[src/hdl/utf8_stream_decoder_macros.svh]
// Assertion macros shared by the UTF-8 stream decoder modules.
`ifndef UTF8_STREAM_DECODER_MACROS_SVH
`define UTF8_STREAM_DECODER_MACROS_SVH

`ifndef SYNTH
`define U8SD_ASSERT_SAME(label, clk, rst_n, ante, cons) \
    label: assert property (@(posedge clk) disable iff (!rst_n) (ante) |-> (cons)) \
        else $error("u8sd: property violated in the same cycle");
`define U8SD_ASSERT_NEXT(label, clk, rst_n, ante, cons) \
    label: assert property (@(posedge clk) disable iff (!rst_n) (ante) |=> (cons)) \
        else $error("u8sd: property violated in the next cycle");
`else
`define U8SD_ASSERT_SAME(label, clk, rst_n, ante, cons)
`define U8SD_ASSERT_NEXT(label, clk, rst_n, ante, cons)
`endif

`endif

[src/hdl/u8sd_pkg.sv]
// Types, constants, microcode table and decode helpers of the UTF-8 stream decoder.
`default_nettype none
package u8sd_pkg;

    localparam int BYTE_W  = 8;
    localparam int CP_W    = 21;
    localparam int CNT_W   = 3;
    localparam int HOLD_D  = 4;
    localparam int UPC_W   = 1;

    localparam logic [CP_W-1:0] REPL_CP = 21'h00FFFD;

    localparam logic [BYTE_W-1:0] CONT_MASK = 8'hC0;
    localparam logic [BYTE_W-1:0] CONT_CODE = 8'h80;

    typedef logic [UPC_W-1:0] upc_t;

    localparam upc_t UPC_WAIT = 1'b0;
    localparam upc_t UPC_EVAL = 1'b1;

    typedef enum logic [0:0] {
        COND_IN_VALID = 1'b0,
        COND_RUN_END  = 1'b1
    } cond_t;

    typedef struct packed {
        logic  ready;
        logic  emit;
        cond_t cond;
        upc_t  jump_true;
        upc_t  jump_false;
    } ucode_t;

    typedef struct packed {
        logic load;
        logic commit;
    } ctrl_t;

    typedef struct packed {
        logic emit_ok;
        logic last;
    } stat_t;

    typedef struct packed {
        logic [CP_W-1:0]  code_point;
        logic             replaced;
        logic [CNT_W-1:0] consumed_bytes;
        logic             last_of_run;
    } res_t;

    function automatic ucode_t ucode_rom(input upc_t upc);
        ucode_t w;
        unique case (upc)
            UPC_WAIT: w = '{ready: 1'b1, emit: 1'b0, cond: COND_IN_VALID,
                            jump_true: UPC_EVAL, jump_false: UPC_WAIT};
            UPC_EVAL: w = '{ready: 1'b0, emit: 1'b1, cond: COND_RUN_END,
                            jump_true: UPC_WAIT, jump_false: UPC_EVAL};
            default:  w = '{ready: 1'b0, emit: 1'b0, cond: COND_RUN_END,
                            jump_true: UPC_WAIT, jump_false: UPC_WAIT};
        endcase
        return w;
    endfunction

    function automatic logic [CNT_W-1:0] seq_len(input logic [BYTE_W-1:0] lead);
        logic [CNT_W-1:0] n;
        if (!lead[7]) begin
            n = 3'd1;
        end else if (lead[7:5] == 3'b110) begin
            n = 3'd2;
        end else if (lead[7:4] == 4'b1110) begin
            n = 3'd3;
        end else if (lead[7:3] == 5'b11110) begin
            n = 3'd4;
        end else begin
            n = 3'd0;
        end
        return n;
    endfunction

endpackage
`default_nettype wire

[src/hdl/u8sd_datapath.sv]
// Byte holding register, sequence decode and lookahead of the UTF-8 stream decoder.
`default_nettype none
`include "utf8_stream_decoder_macros.svh"
module u8sd_datapath import u8sd_pkg::*; (
    input  wire logic              aclk,
    input  wire logic              aresetn,
    input  wire logic [BYTE_W-1:0] byte_in,
    input  wire logic              eos_in,
    input  wire ctrl_t             ctrl,
    output stat_t                  stat,
    output res_t                   res
);

    logic [HOLD_D-1:0][BYTE_W-1:0] held_reg, held_next;
    logic [CNT_W-1:0]              count_reg, count_next;
    logic                          eos_reg, eos_next;

    logic [BYTE_W-1:0]             lead;
    logic [CNT_W-1:0]              need;
    logic                          cont_bad;
    logic                          short_seq;
    logic [CNT_W-1:0]              drop;
    logic [CNT_W-1:0]              rem;
    logic [HOLD_D-1:0][BYTE_W-1:0] shifted;
    logic [CNT_W-1:0]              next_need;
    logic [CP_W-1:0]               cp;

    assign lead      = held_reg[0];
    assign need      = seq_len(lead);
    assign short_seq = (need != 3'd0) && (need > count_reg);

    always_comb begin
        cont_bad = 1'b0;
        for (int i = 1; i < HOLD_D; i++) begin
            if ((CNT_W'(i) < need) &&
                ((held_reg[i] & CONT_MASK) != CONT_CODE)) begin
                cont_bad = 1'b1;
            end
        end
    end

    always_comb begin
        case (need)
            3'd2:    cp = {10'd0, lead[4:0], held_reg[1][5:0]};
            3'd3:    cp = {5'd0, lead[3:0], held_reg[1][5:0], held_reg[2][5:0]};
            3'd4:    cp = {lead[2:0], held_reg[1][5:0], held_reg[2][5:0],
                           held_reg[3][5:0]};
            default: cp = {13'd0, lead};
        endcase
    end

    always_comb begin
        res.code_point     = REPL_CP;
        res.replaced       = 1'b1;
        res.consumed_bytes = 3'd1;
        res.last_of_run    = stat.last;
        drop               = 3'd1;
        if (need == 3'd0) begin
            drop = 3'd1;
        end else if (short_seq) begin
            res.consumed_bytes = count_reg;
            drop               = count_reg;
        end else if (cont_bad) begin
            drop = 3'd1;
        end else begin
            res.code_point     = cp;
            res.replaced       = 1'b0;
            res.consumed_bytes = need;
            drop               = need;
        end
    end

    assign rem       = count_reg - drop;
    assign shifted   = held_reg >> {drop, 3'b000};
    assign next_need = seq_len(shifted[0]);

    assign stat.emit_ok   = !(short_seq && !eos_reg);
    assign stat.last      = (rem == 3'd0) ||
                            (!eos_reg && (next_need != 3'd0) && (next_need > rem));

    always_comb begin
        held_next  = held_reg;
        count_next = count_reg;
        eos_next   = eos_reg;
        if (ctrl.load) begin
            held_next[count_reg[1:0]] = byte_in;
            count_next                = count_reg + 3'd1;
            eos_next                  = eos_in;
        end else if (ctrl.commit) begin
            held_next  = shifted;
            count_next = rem;
        end
    end

    always_ff @(posedge aclk) begin
        held_reg <= held_next;
        if (!aresetn) begin
            count_reg <= '0;
            eos_reg   <= 1'b0;
        end else begin
            count_reg <= count_next;
            eos_reg   <= eos_next;
        end
    end

    `U8SD_ASSERT_SAME(a_load_has_room, aclk, aresetn, ctrl.load, count_reg < 3'd4)
    `U8SD_ASSERT_SAME(a_commit_emits, aclk, aresetn, ctrl.commit, stat.emit_ok)
    `U8SD_ASSERT_NEXT(a_eos_empties, aclk, aresetn,
                      ctrl.commit && stat.last && eos_reg, count_reg == 3'd0)

endmodule
`default_nettype wire

[src/hdl/u8sd_sequencer.sv]
// Microcode step counter, control store and branch logic of the UTF-8 stream decoder.
`default_nettype none
`include "utf8_stream_decoder_macros.svh"
module u8sd_sequencer import u8sd_pkg::*; (
    input  wire logic  aclk,
    input  wire logic  aresetn,
    input  wire logic  in_valid,
    input  wire logic  out_free,
    input  wire stat_t stat,
    output logic       in_ready,
    output ctrl_t      ctrl
);

    upc_t   upc_reg, upc_next;
    ucode_t word;
    logic   cond_val;
    logic   emit_req;
    logic   stall;

    assign word = ucode_rom(upc_reg);

    always_comb begin
        unique case (word.cond)
            COND_IN_VALID: cond_val = in_valid;
            COND_RUN_END:  cond_val = !stat.emit_ok || stat.last;
            default:       cond_val = 1'b0;
        endcase
    end

    assign emit_req    = word.emit && stat.emit_ok;
    assign stall       = emit_req && !out_free;
    assign in_ready    = word.ready;
    assign ctrl.load   = word.ready && in_valid;
    assign ctrl.commit = emit_req && out_free;

    always_comb begin
        if (stall) begin
            upc_next = upc_reg;
        end else if (cond_val) begin
            upc_next = word.jump_true;
        end else begin
            upc_next = word.jump_false;
        end
    end

    always_ff @(posedge aclk) begin
        if (!aresetn) begin
            upc_reg <= UPC_WAIT;
        end else begin
            upc_reg <= upc_next;
        end
    end

    `U8SD_ASSERT_SAME(a_load_xor_commit, aclk, aresetn, ctrl.load, !ctrl.commit)
    `U8SD_ASSERT_NEXT(a_stall_holds_step, aclk, aresetn, stall, $stable(upc_reg))

endmodule
`default_nettype wire

[src/hdl/utf8_stream_decoder.sv]
// Top level of the UTF-8 stream decoder: sequencer, datapath and result register.
//
//   Channel  Direction  tdata (low bit up)                              tuser  tlast
//   s_       in         byte_in[7:0]                                     -      end_of_stream
//   m_       out        code_point[20:0] replaced consumed_bytes[2:0]    -      last_of_run
//
// A byte is accepted in the wait step, and the held sequence is judged in the evaluate step.
// Every further result caused by the same byte repeats the evaluate step.
// A full result register holds the evaluate step until the beat is taken.
// Reset clears the byte count and the step counter; held bytes are not cleared.
`default_nettype none
module utf8_stream_decoder import u8sd_pkg::*; (
    input  wire logic        aclk,
    input  wire logic        aresetn,
    input  wire logic        s_tvalid,
    output logic             s_tready,
    input  wire logic [7:0]  s_tdata,   // byte_in[7:0]
    input  wire logic        s_tlast,
    output logic             m_tvalid,
    input  wire logic        m_tready,
    output logic [31:0]      m_tdata,   // code_point[20:0], replaced, consumed_bytes[2:0]
    output logic             m_tlast
);

    ctrl_t ctrl;
    stat_t stat;
    res_t  res;
    res_t  out_reg;
    logic  out_valid_reg, out_valid_next;
    logic  out_free;

    assign out_free = !out_valid_reg || m_tready;

    u8sd_sequencer u_seq (
        .aclk     (aclk),
        .aresetn  (aresetn),
        .in_valid (s_tvalid),
        .out_free (out_free),
        .stat     (stat),
        .in_ready (s_tready),
        .ctrl     (ctrl)
    );

    u8sd_datapath u_dp (
        .aclk    (aclk),
        .aresetn (aresetn),
        .byte_in (s_tdata),
        .eos_in  (s_tlast),
        .ctrl    (ctrl),
        .stat    (stat),
        .res     (res)
    );

    always_comb begin
        out_valid_next = out_valid_reg;
        if (ctrl.commit) begin
            out_valid_next = 1'b1;
        end else if (m_tready) begin
            out_valid_next = 1'b0;
        end
    end

    always_ff @(posedge aclk) begin
        if (ctrl.commit) begin
            out_reg <= res;
        end
        if (!aresetn) begin
            out_valid_reg <= 1'b0;
        end else begin
            out_valid_reg <= out_valid_next;
        end
    end

    assign m_tvalid = out_valid_reg;
    assign m_tdata  = {7'd0, out_reg.consumed_bytes, out_reg.replaced, out_reg.code_point};
    assign m_tlast  = out_reg.last_of_run;

endmodule
`default_nettype wire

[config.mk]
export PLATFORM = sky130hd
export DESIGN_NAME = utf8_stream_decoder
export DESIGN_NICKNAME = d
export VERILOG_FILES = /design/src/hdl/u8sd_pkg.sv /design/src/hdl/u8sd_datapath.sv /design/src/hdl/u8sd_sequencer.sv /design/src/hdl/utf8_stream_decoder.sv
export VERILOG_INCLUDE_DIRS = /design/src /design/src/hdl
export SDC_FILE = /design/constraint.sdc
export NUM_CORES = 1
export LEC_CHECK = 0
export ABC_AREA = 1
export BUFFER_PORTS_ARGS = -buffer_cell sky130_fd_sc_hd__buf_2
export CELL_PAD_IN_SITES_DETAIL_PLACEMENT = 1
export CELL_PAD_IN_SITES_GLOBAL_PLACEMENT = 1
export CORE_ASPECT_RATIO = 0.7
export CORE_MARGIN = 2
export CORE_UTILIZATION = 48
export CTS_CLUSTER_DIAMETER = 50
export DETAILED_ROUTE_END_ITERATION = 10
export PLACE_DENSITY = 0.9
export SETUP_SLACK_MARGIN = 0.02
export SYNTH_ARGS = -nofsm -noshare
export SYNTH_HDL_FRONTEND = slang
export SYNTH_HIERARCHICAL = 1
export SYNTH_SLANG_ARGS = --single-unit
export TNS_END_PERCENT = 5
[constraint.sdc]
create_clock -name aclk -period 13 [get_ports aclk]
set_input_delay 2.6 -clock aclk [delete_from_list [all_inputs] [get_ports aclk]]
set_output_delay 2.6 -clock aclk [all_outputs]
set_load 0.02 [all_outputs]
Yosys cells after proc, flatten, opt, wreduce, memory -nomap -nowiden
Cells that the tools add are included.
- $add $sub $neg: 2
- reductions and logical operators: 27
- magnitude comparators: 7
- bitwise logic cells: 2
- equal/unequal tests: 12
- shift-type cells: 1
- mux-type cells: 29
- operator list (cell ; count):
    32-bit two-way mux ; 2
    21-bit case mux with 3 select lines ; 1
    3-bit two-way mux ; 14
    32-bit bitwise mux ; 1
    32-bit by 6-bit >> shifter with 32-bit output ; 1
    8-bit demux with 2-bit select ; 1
    1-bit logical AND ; 12
    5-bit == test, second input constant ; 2
    5-bit case mux with 2 select lines ; 1
    3-bit == test, second input constant ; 3
    4-bit == test, second input constant ; 2
    8-bit two-way mux ; 1
    3-bit by 2-bit == test with 1-bit output, second input constant ; 2
    3-bit greater-than comparator ; 2
    3-bit zero test ; 2
    2-bit by 3-bit < comparator with 1-bit output, first input constant ; 2
    1-bit two-way mux ; 6
    2-bit inequality test, second input constant ; 3
    3-bit nonzero test ; 2
    1-bit zero test ; 4
    4-bit two-way mux ; 1
    2-bit nonzero test ; 2
    3-bit by 1-bit adder with 3-bit output, second input constant ; 1
    1-bit logical OR ; 3
    8 further kinds ; 9
- logic and storage cells: 92
- bits in registers: 64
- output and inout bits: 35
- input bits: 13

Logic depth before layout (Yosys ltp)
Gate-level depths: netlist of run 1.
- depth in word-level cells: 26
- mapped depth: 31
- gate-level depth less buffers: 30

Cells and area by module
The synthesis of run 1 kept the hierarchy.
- modules (own cells, without submodules) (module ; times used ; cells an instance ; area an instance (sq um) ; sequential area each (sq um)):
    u8sd_datapath ; 1 ; 362 ; 2831.5 ; 1041.0
    utf8_stream_decoder ; 1 ; 40 ; 883.3 ; 800.8
    u8sd_sequencer ; 1 ; 12 ; 68.8 ; 20.0

Least setup slack after synthesis of run 1
OpenSTA, ideal clock, no wires.
- kind: input to register
- start point: input port m_tready
- end point: register u_dp/held_reg[10] (netlist name), enable pin
- arrival: 4.965 ns
- cell stages on the path: 6
- setup slack: 7.660 ns
- setup time: 0.375 ns
- required time: 12.625 ns
- path buffers: 0
- path through: inv_1 -> nand2_2 -> inv_1 -> nor2_1 -> nand2_1 -> a21oi_1
- RTL lines (what ; RTL line ; text):
    start, declared ; utf8_stream_decoder.sv:20 ; input wire logic m_tready,
    end signal, assigned ; u8sd_datapath.sv:96 ; held_reg <= held_next;
    end, declared ; u8sd_datapath.sv:14 ; logic [HOLD_D-1:0][BYTE_W-1:0] held_reg, held_next;

==> out/results.ini, run 1 <==
[clocking]
clkTransAtPathRegs_ns = 0.05
cts_tree = done
cts_hold_buf = 0
cts_buffers = 9
post-cts-setup-buffers = 0
clk_latency_ns = 0.33
root_buffer = clkbuf_16
cts_num_sinks = 64
h-tree-depth = 3
clockBufferDepth = 2
cts_resized = 0

[synth]
synthXorXnorAreaFrac = 0.00463
synth-compound-area-share = 0.160
synth-seq-area-share = 0.492
syn_area_sq_mm = 0.00378
ys_ff_latch = 64
synthMuxAreaShare = 0
yosys.area_share.simple = 0.202
synth_cells = 414
ys_types = 40
ys.warnings.count = 6
synthAdderAreaFrac = 0.0417
synth_top_family_by_area = simple AND/OR/NAND/NOR gates
avgSynthCellArea_sq_um = 9.14

[global_route]
grt.met1_usage = 0.425
met2_usage = 0.471
grt_pass1_vias = 3487
antenna_found_initial = 0
grt_overflow = 0
grt_pass1_wl_microns = 19400
use_met3 = 0.0764
busiest_layer = met2
track_usage = 0.306
grt_max_degree = 30

[route]
drc_errors = 0
initialDrtViolationCount = 456
final_antenna_net_count = 0
dr_total_vias = 3413
viasPerCell = 6.11
drt_wl_total_microns = 12300
dr.pass1.iters = 5
routedWlPerCell_microns = 22.0

[die]
die_y_microns = 78.3
die_x_microns = 110
ios = 48
core_sq_mm = 0.00777
die-area_sq_mm = 0.00862
initial_core_util = 0.487
rows = 27

[critical_path]
slowest_stage = nand3_1
startpoint = u_dp/lead[7]
r2r-start = u_dp/lead[7]
critPathKind = flip-flop to flip-flop
cp_num_buf_inv = 2
crit_path_end_kind = flip-flop
cp_max_fo = 22
required_ns = 13.23
critPathArrivalTime_ns = 6.38
crit_path_frequent_cell = nand2_1
critical_path.max_stage_delay_ns = 0.78
path_delay_family = simple AND/OR/NAND/NOR gates
cp-start-kind = flip-flop

[timing]
hold_viol = 0
fin_tns_setup_ns = 0
setup_viol = 0
timing.slew.headroom = 0.297
timing.final.crit_share = 0.474
worst_pin_slew_ns = 1.05
clock.fmax_ghz = 0.162
drv_slew = 0
rsz0062_at_grt = no
layout_min_cycle_time_ns = 6.16
finalClockSkew_ns = 0.00576

[hold_path]
min_from = m_tvalid
hp-class = flip-flop to flip-flop

[layout]
drive_gt1_frac = 0.194
largest_reg_flops = 25
final_cell_area_sq_mm = 0.00431
mostFrequentLayoutCells = 86 x nand2_1, 61 x inv_1, 58 x edfxtp_1, 40 x buf_2, 25 x nand3_1
nets = 478
layout_commonest_cell = nand2_1
area.growth.synth_to_final_pct = 13.9
diodes = 0
filler_cell_count = 902

[run_status]
status = complete, no violations

[run]
maxCapViolations = 0

[placement]
place.gp.congestion = 0.909
dp_hpwl_microns = 8550
placed_cell_area_sq_mm = 0.00403
io_buffers = 40

-- per-stage QoR --
step                utilization  setup WS [ns]  std cells  hold WS [ns]
floorplan                     -           7.66        420         0.493
global placement          0.519           7.58        543         0.493
detailed placement        0.519           7.17        543         0.503
CTS                       0.555           7.02        559         0.512
global route              0.555           6.46        559         0.545
finish                    0.555           6.84        559         0.516
-- worst reg2reg max path: cells and delay by family (launching register included) --
kind,cells,cell delay [ns]
AO/OA/AOI/OAI,4,0.71
buffers and inverters,2,0.56
XOR/XNOR,2,0.38
AND/OR/NAND/NOR,13,2.30
flip-flops,1,0.43
adder cells (fa/ha/maj),4,1.65
-- path summary, 6_finish.rpt --
path | endpoint | slack [ns] | depth (start not counted)
worst max register to register | u_seq/upc_reg | 6.84 | 25
worst max-delay path | u_seq/upc_reg | 6.84 | 25
worst min register to register | m_tvalid | 0.52 | 2
worst min-delay path | m_tvalid | 0.52 | 2
-- cell families after synthesis --
| kind of cell | count (synthesis) |
|---|---|
| compound gates | 85 |
| xor+xnor | 2 |
| fa+ha+maj | 12 |
| buf+inv | 88 |
| flops | 64 |
| other cells | 1 |
| simple gates | 162 |
-- cells in the mapped netlist (all sizes together) --
cell type  number  area share
a211oi          1      0.0020
a21boi          1      0.0020
a21oi          16       0.026
a221oi          2      0.0046
a311oi          1      0.0023
buf            11       0.021
clkbuf          8      0.0079
clkinv          2      0.0020
conb            1     0.00099
dfxtp           6       0.032
edfxtp         58        0.46
fa              1      0.0053
ha             11       0.036
inv            67       0.068
nand2          95        0.10
nand3          29       0.044
nand3b          1      0.0020
nand4           9       0.015
nor2           21       0.030
nor3            6      0.0079
o211ai          6       0.012
o21a            1      0.0020
o21ai          17       0.023
o221ai         17       0.039
o22ai          23       0.046
or2             1      0.0017
xnor2           1      0.0023
xor2            1      0.0023
-- metal layers --
| layer | up-vias | wire length (microns) |
|---|---|---|
| li1 | 1529 | - |
| met1 | 1641 | 5290 |
| met2 | 210 | 5510 |
| met3 | 33 | 1230 |
| met4 | 0 | 273 |
| met5 | - | 0 |
-- area by class of cell --
cell class / count / area (sq um) / share of cell area
sequential: 64 / 1860 / 0.432
multi-input combinational: 268 / 1570 / 0.365
inverter: 69 / 264 / 0.0613
clock buffer: 11 / 243 / 0.0563
timing repair buffer: 41 / 208 / 0.0482
tap: 101 / 126 / 0.0293
clock inverter: 5 / 33.8 / 0.00784
Power of run 1 is left out: the tool's default activity adds up to more than one toggle a clock period on the data nets, which glitch-free logic cannot reach.
==> run 2: changes to the inputs <==
--- a/config.mk
+++ b/config.mk
@@ -12,10 +12,10 @@
 export CELL_PAD_IN_SITES_GLOBAL_PLACEMENT = 1
 export CORE_ASPECT_RATIO = 0.7
 export CORE_MARGIN = 2
-export CORE_UTILIZATION = 48
+export CORE_UTILIZATION = 44
 export CTS_CLUSTER_DIAMETER = 50
 export DETAILED_ROUTE_END_ITERATION = 10
-export PLACE_DENSITY = 0.9
+export PLACE_DENSITY = 0.84
 export SETUP_SLACK_MARGIN = 0.02
 export SYNTH_ARGS = -nofsm -noshare
 export SYNTH_HDL_FRONTEND = slang
==> constraint.sdc (replaced) <==
create_clock -name aclk -period 6.1 [get_ports aclk]
set_input_delay 1.22 -clock aclk [delete_from_list [all_inputs] [get_ports aclk]]
set_output_delay 1.22 -clock aclk [all_outputs]
set_load 0.02 [all_outputs]
==> run 2 against run 1 <==
Net effect: maximum frequency is 24% higher; die area is 8.7% higher; critical path type unchanged; setup slack worse by 5.7 ns; critical path depth is 1 lower.
==> out/results.ini, run 2 (synthesized netlist as in run 1, its figures left out) <==
[run_status]
status = complete, no violations  ; unchanged

[clocking]
cts_resized = 0  ; unchanged
cts_buffers = 9  ; unchanged
h-tree-depth = 3  ; unchanged
cts_tree = done  ; unchanged
clk_latency_ns = 0.34  ; was 0.33 ns
cts_num_sinks = 64  ; unchanged
clkTransAtPathRegs_ns = 0.06  ; was 0.05 ns
cts_hold_buf = 0  ; unchanged
post-cts-setup-buffers = 0  ; unchanged
root_buffer = clkbuf_16  ; unchanged
clockBufferDepth = 2  ; unchanged

[critical_path]
r2r-start = u_dp/lead[6]  ; was u_dp/lead[7]
path_delay_family = simple AND/OR/NAND/NOR gates  ; unchanged
cp_max_fo = 13  ; was 22
crit_path_frequent_cell = nand2_1  ; unchanged
crit_path_end_kind = flip-flop  ; unchanged
cp-start-kind = flip-flop  ; unchanged
crit_cells = 24  ; was 25
r2r_end = u_seq/upc_reg  ; unchanged
cp_num_buf_inv = 3  ; was 2
path_cells = nand2_1 > nor2_2 > nand2_1 > inv_1 > ha_1 > nand3_1 > a21boi_0 > nand2_2 > o21ai_2 > inv_2 > fa_1 > xor2_1 > xnor2_1 > inv_1 > ha_1 > nand2_1 > nor2_1 > a211oi_1 > a311oi_1 > nand2_1 > nand2_1 > nand2_1 > nand2_1 > a21oi_2
critPathKind = flip-flop to flip-flop  ; unchanged
critPathArrivalTime_ns = 5.20  ; was 6.38 ns
slowest_stage = fa_1  ; was nand3_1
required_ns = 6.34  ; was 13.23 ns
reg2reg_depth = 24  ; was 25
critical_path.max_stage_delay_ns = 0.46  ; was 0.78 ns
reg2reg_slack_ns = 1.14  ; was 6.84 ns

[route]
initialDrtViolationCount = 353  ; was 456
routedWlPerCell_microns = 20.2  ; was 22.0 microns
final_antenna_net_count = 0  ; unchanged
drc_errors = 0  ; unchanged
dr_total_vias = 3342  ; was 3413
drt_wl_total_microns = 11400  ; was 12300 microns
dr.pass1.iters = 4  ; was 5
viasPerCell = 5.93  ; was 6.11

[global_route]
busiest_layer = met2  ; unchanged
grt_pass1_wl_microns = 17900  ; was 19400 microns
track_usage = 0.257  ; was 0.306
antenna_found_initial = 0  ; unchanged
grt.met1_usage = 0.362  ; was 0.425
use_met3 = 0.0590  ; was 0.0764
met2_usage = 0.395  ; was 0.471
grt_max_degree = 30  ; unchanged
grt_pass1_vias = 3302  ; was 3487
grt_overflow = 0  ; unchanged

[layout]
diodes = 0  ; unchanged
nets = 479  ; was 478
layout_commonest_cell = nand2_1  ; unchanged
area.growth.synth_to_final_pct = 14.0  ; was 13.9%
drive_gt1_frac = 0.196  ; was 0.194
largest_reg_flops = 25  ; unchanged
filler_cell_count = 1014  ; was 902
mostFrequentLayoutCells = 86 x nand2_1, 61 x inv_1, 58 x edfxtp_1, 40 x buf_2, 25 x nand3_1  ; unchanged

[die]
die_y_microns = 81.6  ; was 78.3 microns
core_sq_mm = 0.00841  ; was 0.00777 sq mm
die_x_microns = 115  ; was 110 microns
die-area_sq_mm = 0.00937  ; was 0.00862 sq mm
rows = 28  ; was 27
ios = 48  ; unchanged
initial_core_util = 0.450  ; was 0.487

[timing]
worst_pin_slew_ns = 0.824  ; was 1.05 ns
clock.fmax_ghz = 0.202  ; was 0.162 GHz
hold_viol = 0  ; unchanged
fin_tns_setup_ns = 0  ; unchanged
finalClockSkew_ns = 0.00692  ; was 0.00576 ns
drv_slew = 0  ; unchanged
timing.slew.headroom = 0.450  ; was 0.297
timing.final.crit_share = 0.814  ; was 0.474
setup_viol = 0  ; unchanged
rsz0062_at_grt = no  ; unchanged
layout_min_cycle_time_ns = 4.96  ; was 6.16 ns

[placement]
place.gp.congestion = 0.939  ; was 0.909
io_buffers = 40  ; unchanged
dp_hpwl_microns = 8600  ; was 8550 microns

[hold_path]
hp-class = flip-flop to flip-flop  ; unchanged
hold_depth = 2  ; unchanged
holdPathEnd = m_tvalid  ; unchanged
min_from = m_tvalid  ; unchanged

[run]
maxCapViolations = 0  ; unchanged

run 2: layout make-up:
type,instances,area (sq um),share of cell area
clock buffers,10,229,0.0531
flip-flops and latches,64,1860,0.432
multi-input cells,268,1570,0.365
clock inverters,6,37.5,0.00871
repair buffers,42,215,0.0499
well taps,105,131,0.0305
inverters,69,264,0.0612
run 2: metrics by stage:
stage          setup WS [ns]   util  area (sq um)  hold slack (ns)  instances
2_1_floorplan           1.55      -          3810            0.493        420
5_1_grt                0.585  0.513          4310            0.546        564
6_report                1.14  0.513          4310            0.523        564
3_5_place_dp            1.26  0.481          4050            0.510        548
3_3_place_gp            1.58  0.481          4050            0.491        548
4_1_cts                 1.18  0.513          4310            0.523        564
run 2: worst max-delay path by stage:
stage / startpoint / end / slack [ns]
2_1_floorplan: u_dp/lead[7] / u_dp/held_reg[10] / 1.55
3_3_place_gp: u_dp/lead[7] / u_seq/upc_reg / 1.58
3_5_place_dp: u_dp/lead[6] / u_seq/upc_reg / 1.26
4_1_cts: u_dp/lead[6] / u_seq/upc_reg / 1.18
5_1_grt: u_dp/lead[7] / u_seq/upc_reg / 0.59
6_report: u_dp/lead[6] / u_seq/upc_reg / 1.14
run 2: layer usage:
| layer | wire length (microns) | vias to the layer above | share of wire |
|---|---|---|---|
| li1 | - | 1520 | - |
| met1 | 5250 | 1649 | 0.46 |
| met2 | 5030 | 154 | 0.44 |
| met3 | 957 | 19 | 0.084 |
| met4 | 165 | 0 | 0.014 |
| met5 | 0 | - | 0 |
run 2: worst reg2reg max path, stage by stage, from the launching register on:
cell and delay, ns:
edfxtp_1 0.42, nand2_1 0.12, nor2_2 0.14, nand2_1 0.24
inv_1 0.43, ha_1 0.36, nand3_1 0.11, a21boi_0 0.33
nand2_2 0.19, o21ai_2 0.33, inv_2 0.21, fa_1 0.46
xor2_1 0.20, xnor2_1 0.14, inv_1 0.10, ha_1 0.33
nand2_1 0.07, nor2_1 0.10, a211oi_1 0.05, a311oi_1 0.20
nand2_1 0.08, nand2_1 0.07, nand2_1 0.05, nand2_1 0.07
a21oi_2 0.05
Power of run 2 is left out for the same reason.
==> run 3: changes to the inputs <==
--- a/config.mk
+++ b/config.mk
@@ -6,16 +6,16 @@
 export SDC_FILE = /design/constraint.sdc
 export NUM_CORES = 1
 export LEC_CHECK = 0
-export ABC_AREA = 1
+export ABC_AREA = 0
 export BUFFER_PORTS_ARGS = -buffer_cell sky130_fd_sc_hd__buf_2
 export CELL_PAD_IN_SITES_DETAIL_PLACEMENT = 1
 export CELL_PAD_IN_SITES_GLOBAL_PLACEMENT = 1
 export CORE_ASPECT_RATIO = 0.7
 export CORE_MARGIN = 2
-export CORE_UTILIZATION = 44
+export CORE_UTILIZATION = 41
 export CTS_CLUSTER_DIAMETER = 50
 export DETAILED_ROUTE_END_ITERATION = 10
-export PLACE_DENSITY = 0.84
+export PLACE_DENSITY = 0.81
 export SETUP_SLACK_MARGIN = 0.02
 export SYNTH_ARGS = -nofsm -noshare
 export SYNTH_HDL_FRONTEND = slang
==> constraint.sdc (replaced) <==
create_clock -name aclk -period 4.3 [get_ports aclk]
set_input_delay 0.86 -clock aclk [delete_from_list [all_inputs] [get_ports aclk]]
set_output_delay 0.86 -clock aclk [all_outputs]
set_load 0.02 [all_outputs]
==> run 3 against run 2 <==
Net effect: the flow now finishes with violations (negative setup slack); first-iteration DRC count increased by 37%; register-to-register slack worse by 1.2 ns; global-route usage barely moved; via count decreased by 0.51%; utilization is 2.0 points higher; synthesized cell count shrank 17%; hold slack improved by 0.0091 ns; flip-flop and latch count did not move; critical endpoint unchanged; area after synthesis shrank 2.9%; setup slack worse by 1.2 ns.
==> out/results.ini, run 3 <==
[synth]
syn_area_sq_mm = 0.00367  ; was 0.00378 sq mm
ys_ff_latch = 64  ; unchanged
synth-seq-area-share = 0.507  ; was 0.492
yosysMostFrequentCell = edfxtp_1  ; was nand2_1
synth-edff-count = 58  ; unchanged
ys_types = 56  ; was 40
synth_top_area_share = 0.474  ; was 0.460
yosys-top-cells-count = 58 x edfxtp_1, 43 x nand2_1, 28 x nor2_1  ; was 86 x nand2_1, 61 x inv_1, 58 x edfxtp_1
synthArstFlopShare = 0  ; unchanged
yosys-top-cells-area = edfxtp_1 47%, nand2_1 4.4%, ha_1 3.7%  ; was edfxtp_1 46%, nand2_1 8.5%, inv_1 6.1%
avgSynthCellArea_sq_um = 10.7  ; was 9.14 sq um
ys.warnings.count = 6  ; unchanged
ys.flop_type = edfxtp_1  ; unchanged
synth_cells = 343  ; was 414
yosys.area.top_type = edfxtp_1  ; unchanged

[critical_path]
crit_path_end_kind = flip-flop  ; unchanged
critPathArrivalTime_ns = 4.61  ; was 5.20 ns
critPathKind = flip-flop to flip-flop  ; unchanged
cp_max_fo = 16  ; was 13
cp-start-kind = flip-flop  ; unchanged
required_ns = 4.59  ; was 6.34 ns

[timing]
drv_slew = 0  ; unchanged
worst_pin_slew_ns = 0.862  ; was 0.824 ns
timing.final.crit_share = 1.01  ; was 0.814
layout_min_cycle_time_ns = 4.33  ; was 4.96 ns
clock.fmax_ghz = 0.231  ; was 0.202 GHz
worst_slack_ns = -0.0284  ; was 1.14 ns
fin_tns_setup_ns = -0.0284  ; was 0 ns
timing.slew.headroom = 0.423  ; was 0.450
setup_viol = 1  ; was 0
finalClockSkew_ns = 0.00814  ; was 0.00692 ns
hold_viol = 0  ; unchanged

[global_route]
busiest_layer = met2  ; unchanged
track_usage = 0.257  ; about the same
grt_max_degree = 31  ; was 30
grt_pass1_vias = 3184  ; was 3302
grt.met1_usage = 0.362  ; about the same
met2_usage = 0.382  ; was 0.395
use_met3 = 0.0723  ; was 0.0590
grt_overflow = 0  ; unchanged
grt_pass1_wl_microns = 18500  ; was 17900 microns
antenna_found_initial = 1  ; was 0

[hold_path]
hp-class = flip-flop to flip-flop  ; unchanged

[placement]
pre_cts_ws_ns = 0.00529  ; was 1.26 ns
io_buffers = 40  ; unchanged
dp_hpwl_microns = 8670  ; was 8600 microns
place.gp.congestion = 0.949  ; was 0.939

[route]
initialDrtViolationCount = 484  ; was 353
viasPerCell = 6.18  ; was 5.93
drc_errors = 0  ; unchanged
dr.pass1.iters = 5  ; was 4
final_antenna_net_count = 0  ; unchanged
dr_total_vias = 3325  ; was 3342
routedWlPerCell_microns = 24.0  ; was 20.2 microns
drt_wl_total_microns = 12900  ; was 11400 microns

[run]
maxCapViolations = 0  ; unchanged

[die]
die-area_sq_mm = 0.00975  ; was 0.00937 sq mm
die_y_microns = 83.2  ; was 81.6 microns
core_sq_mm = 0.00858  ; was 0.00841 sq mm
rows = 28  ; unchanged
ios = 48  ; unchanged
die_x_microns = 117  ; was 115 microns
initial_core_util = 0.428  ; was 0.450

[clocking]
cts_num_sinks = 64  ; unchanged
clockBufferDepth = 2  ; unchanged
root_buffer = clkbuf_16  ; unchanged
cts_buffers = 9  ; unchanged
h-tree-depth = 3  ; unchanged
clkTransAtPathRegs_ns = 0.06  ; about the same
cts_tree = done  ; unchanged
clk_latency_ns = 0.34  ; about the same

[run_status]
status = finished, violations left  ; was complete, no violations
violations = negative setup slack

[layout]
layout_commonest_cell = edfxtp_1  ; was nand2_1
fin_util = 0.533  ; was 0.513
drive_gt1_frac = 0.288  ; was 0.196
mostFrequentLayoutCells = 58 x edfxtp_1, 42 x nand2_1, 40 x buf_2, 32 x buf_4, 23 x nor2_1  ; was 86 x nand2_1, 61 x inv_1, 58 x edfxtp_1, 40 x buf_2, 25 x nand3_1
largest_reg_flops = 25  ; unchanged
nets = 437  ; was 479
area.growth.synth_to_final_pct = 24.6  ; was 14.0%

run 3: repair_timing:
item	CTS	global route
buffers inserted	6	8
hold buffers	0	0
setup endpoints to repair	2	2
pin swaps	1	5
gates cloned	0	0
resized for setup	0	19
run 3: cells by family (layout without fill, tap and decap cells):
logic type / count (synthesis) / after routing / synth area share
AO/OA/AOI/OAI: 107 / 107 / 0.219
flip-flops: 64 / 64 / 0.507
multiplexers: 13 / 13 / 0.0354
other: 1 / 8 / 0.00102
adder cells (fa/ha/maj): 12 / 12 / 0.0429
XOR/XNOR: 1 / 1 / 0.00238
AND/OR/NAND/NOR: 108 / 108 / 0.139
buffers and inverters: 37 / 105 / 0.0542
run 3: layer usage:
metal	up-vias	wire (microns)
li1	1426	-
met2	228	5810
met3	45	1400
met5	-	0
met4	0	416
met1	1626	5300
run 3: through the flow:
stage | hold slack (ns) | cells | area (sq um)
global placement | 0.501 | 507 | 4080
detailed placement | 0.516 | 507 | 4080
CTS | 0.529 | 529 | 4440
floorplan | 0.475 | 349 | 3730
global route | 0.555 | 537 | 4570
finish | 0.532 | 538 | 4580
run 3: layout make-up:
class	count	area, sq um
Fill cell	938	4010
Multi-Input combinational cell	248	1730
Sequential cell	64	1860
Timing Repair Buffer	72	440
Clock buffer	10	229
Tap cell	120	150
Inverter	17	77.6
Antenna cell	1	2.50
Clock inverter	6	83.8
run 3: worst paths after layout:
check	endpoint	slack, ns	from	cells after the start
max	u_seq/upc_reg	-0.03	u_dp/lead[7]	20
min	m_tvalid	0.53	m_tvalid	2
min reg2reg	m_tvalid	0.53	m_tvalid	2
max reg2reg	u_seq/upc_reg	-0.03	u_dp/lead[7]	20
run 3: critical path: stages (launching register included):
cell and delay, ns:
edfxtp_1 0.45, buf_4 0.18, buf_4 0.14, a21boi_0 0.14, ha_1 0.21, nor2b_2 0.17
o21ai_2 0.11, a211oi_4 0.28, a22o_4 0.25, clkinv_8 0.12, ha_1 0.22, fa_2 0.38
o21a_1 0.16, nor2_2 0.15, xnor2_2 0.14, ha_1 0.28, o21a_1 0.11, o221a_2 0.24
a32o_1 0.23, a21oi_1 0.16, o21a_1 0.13
Power of run 3 is left out for the same reason.
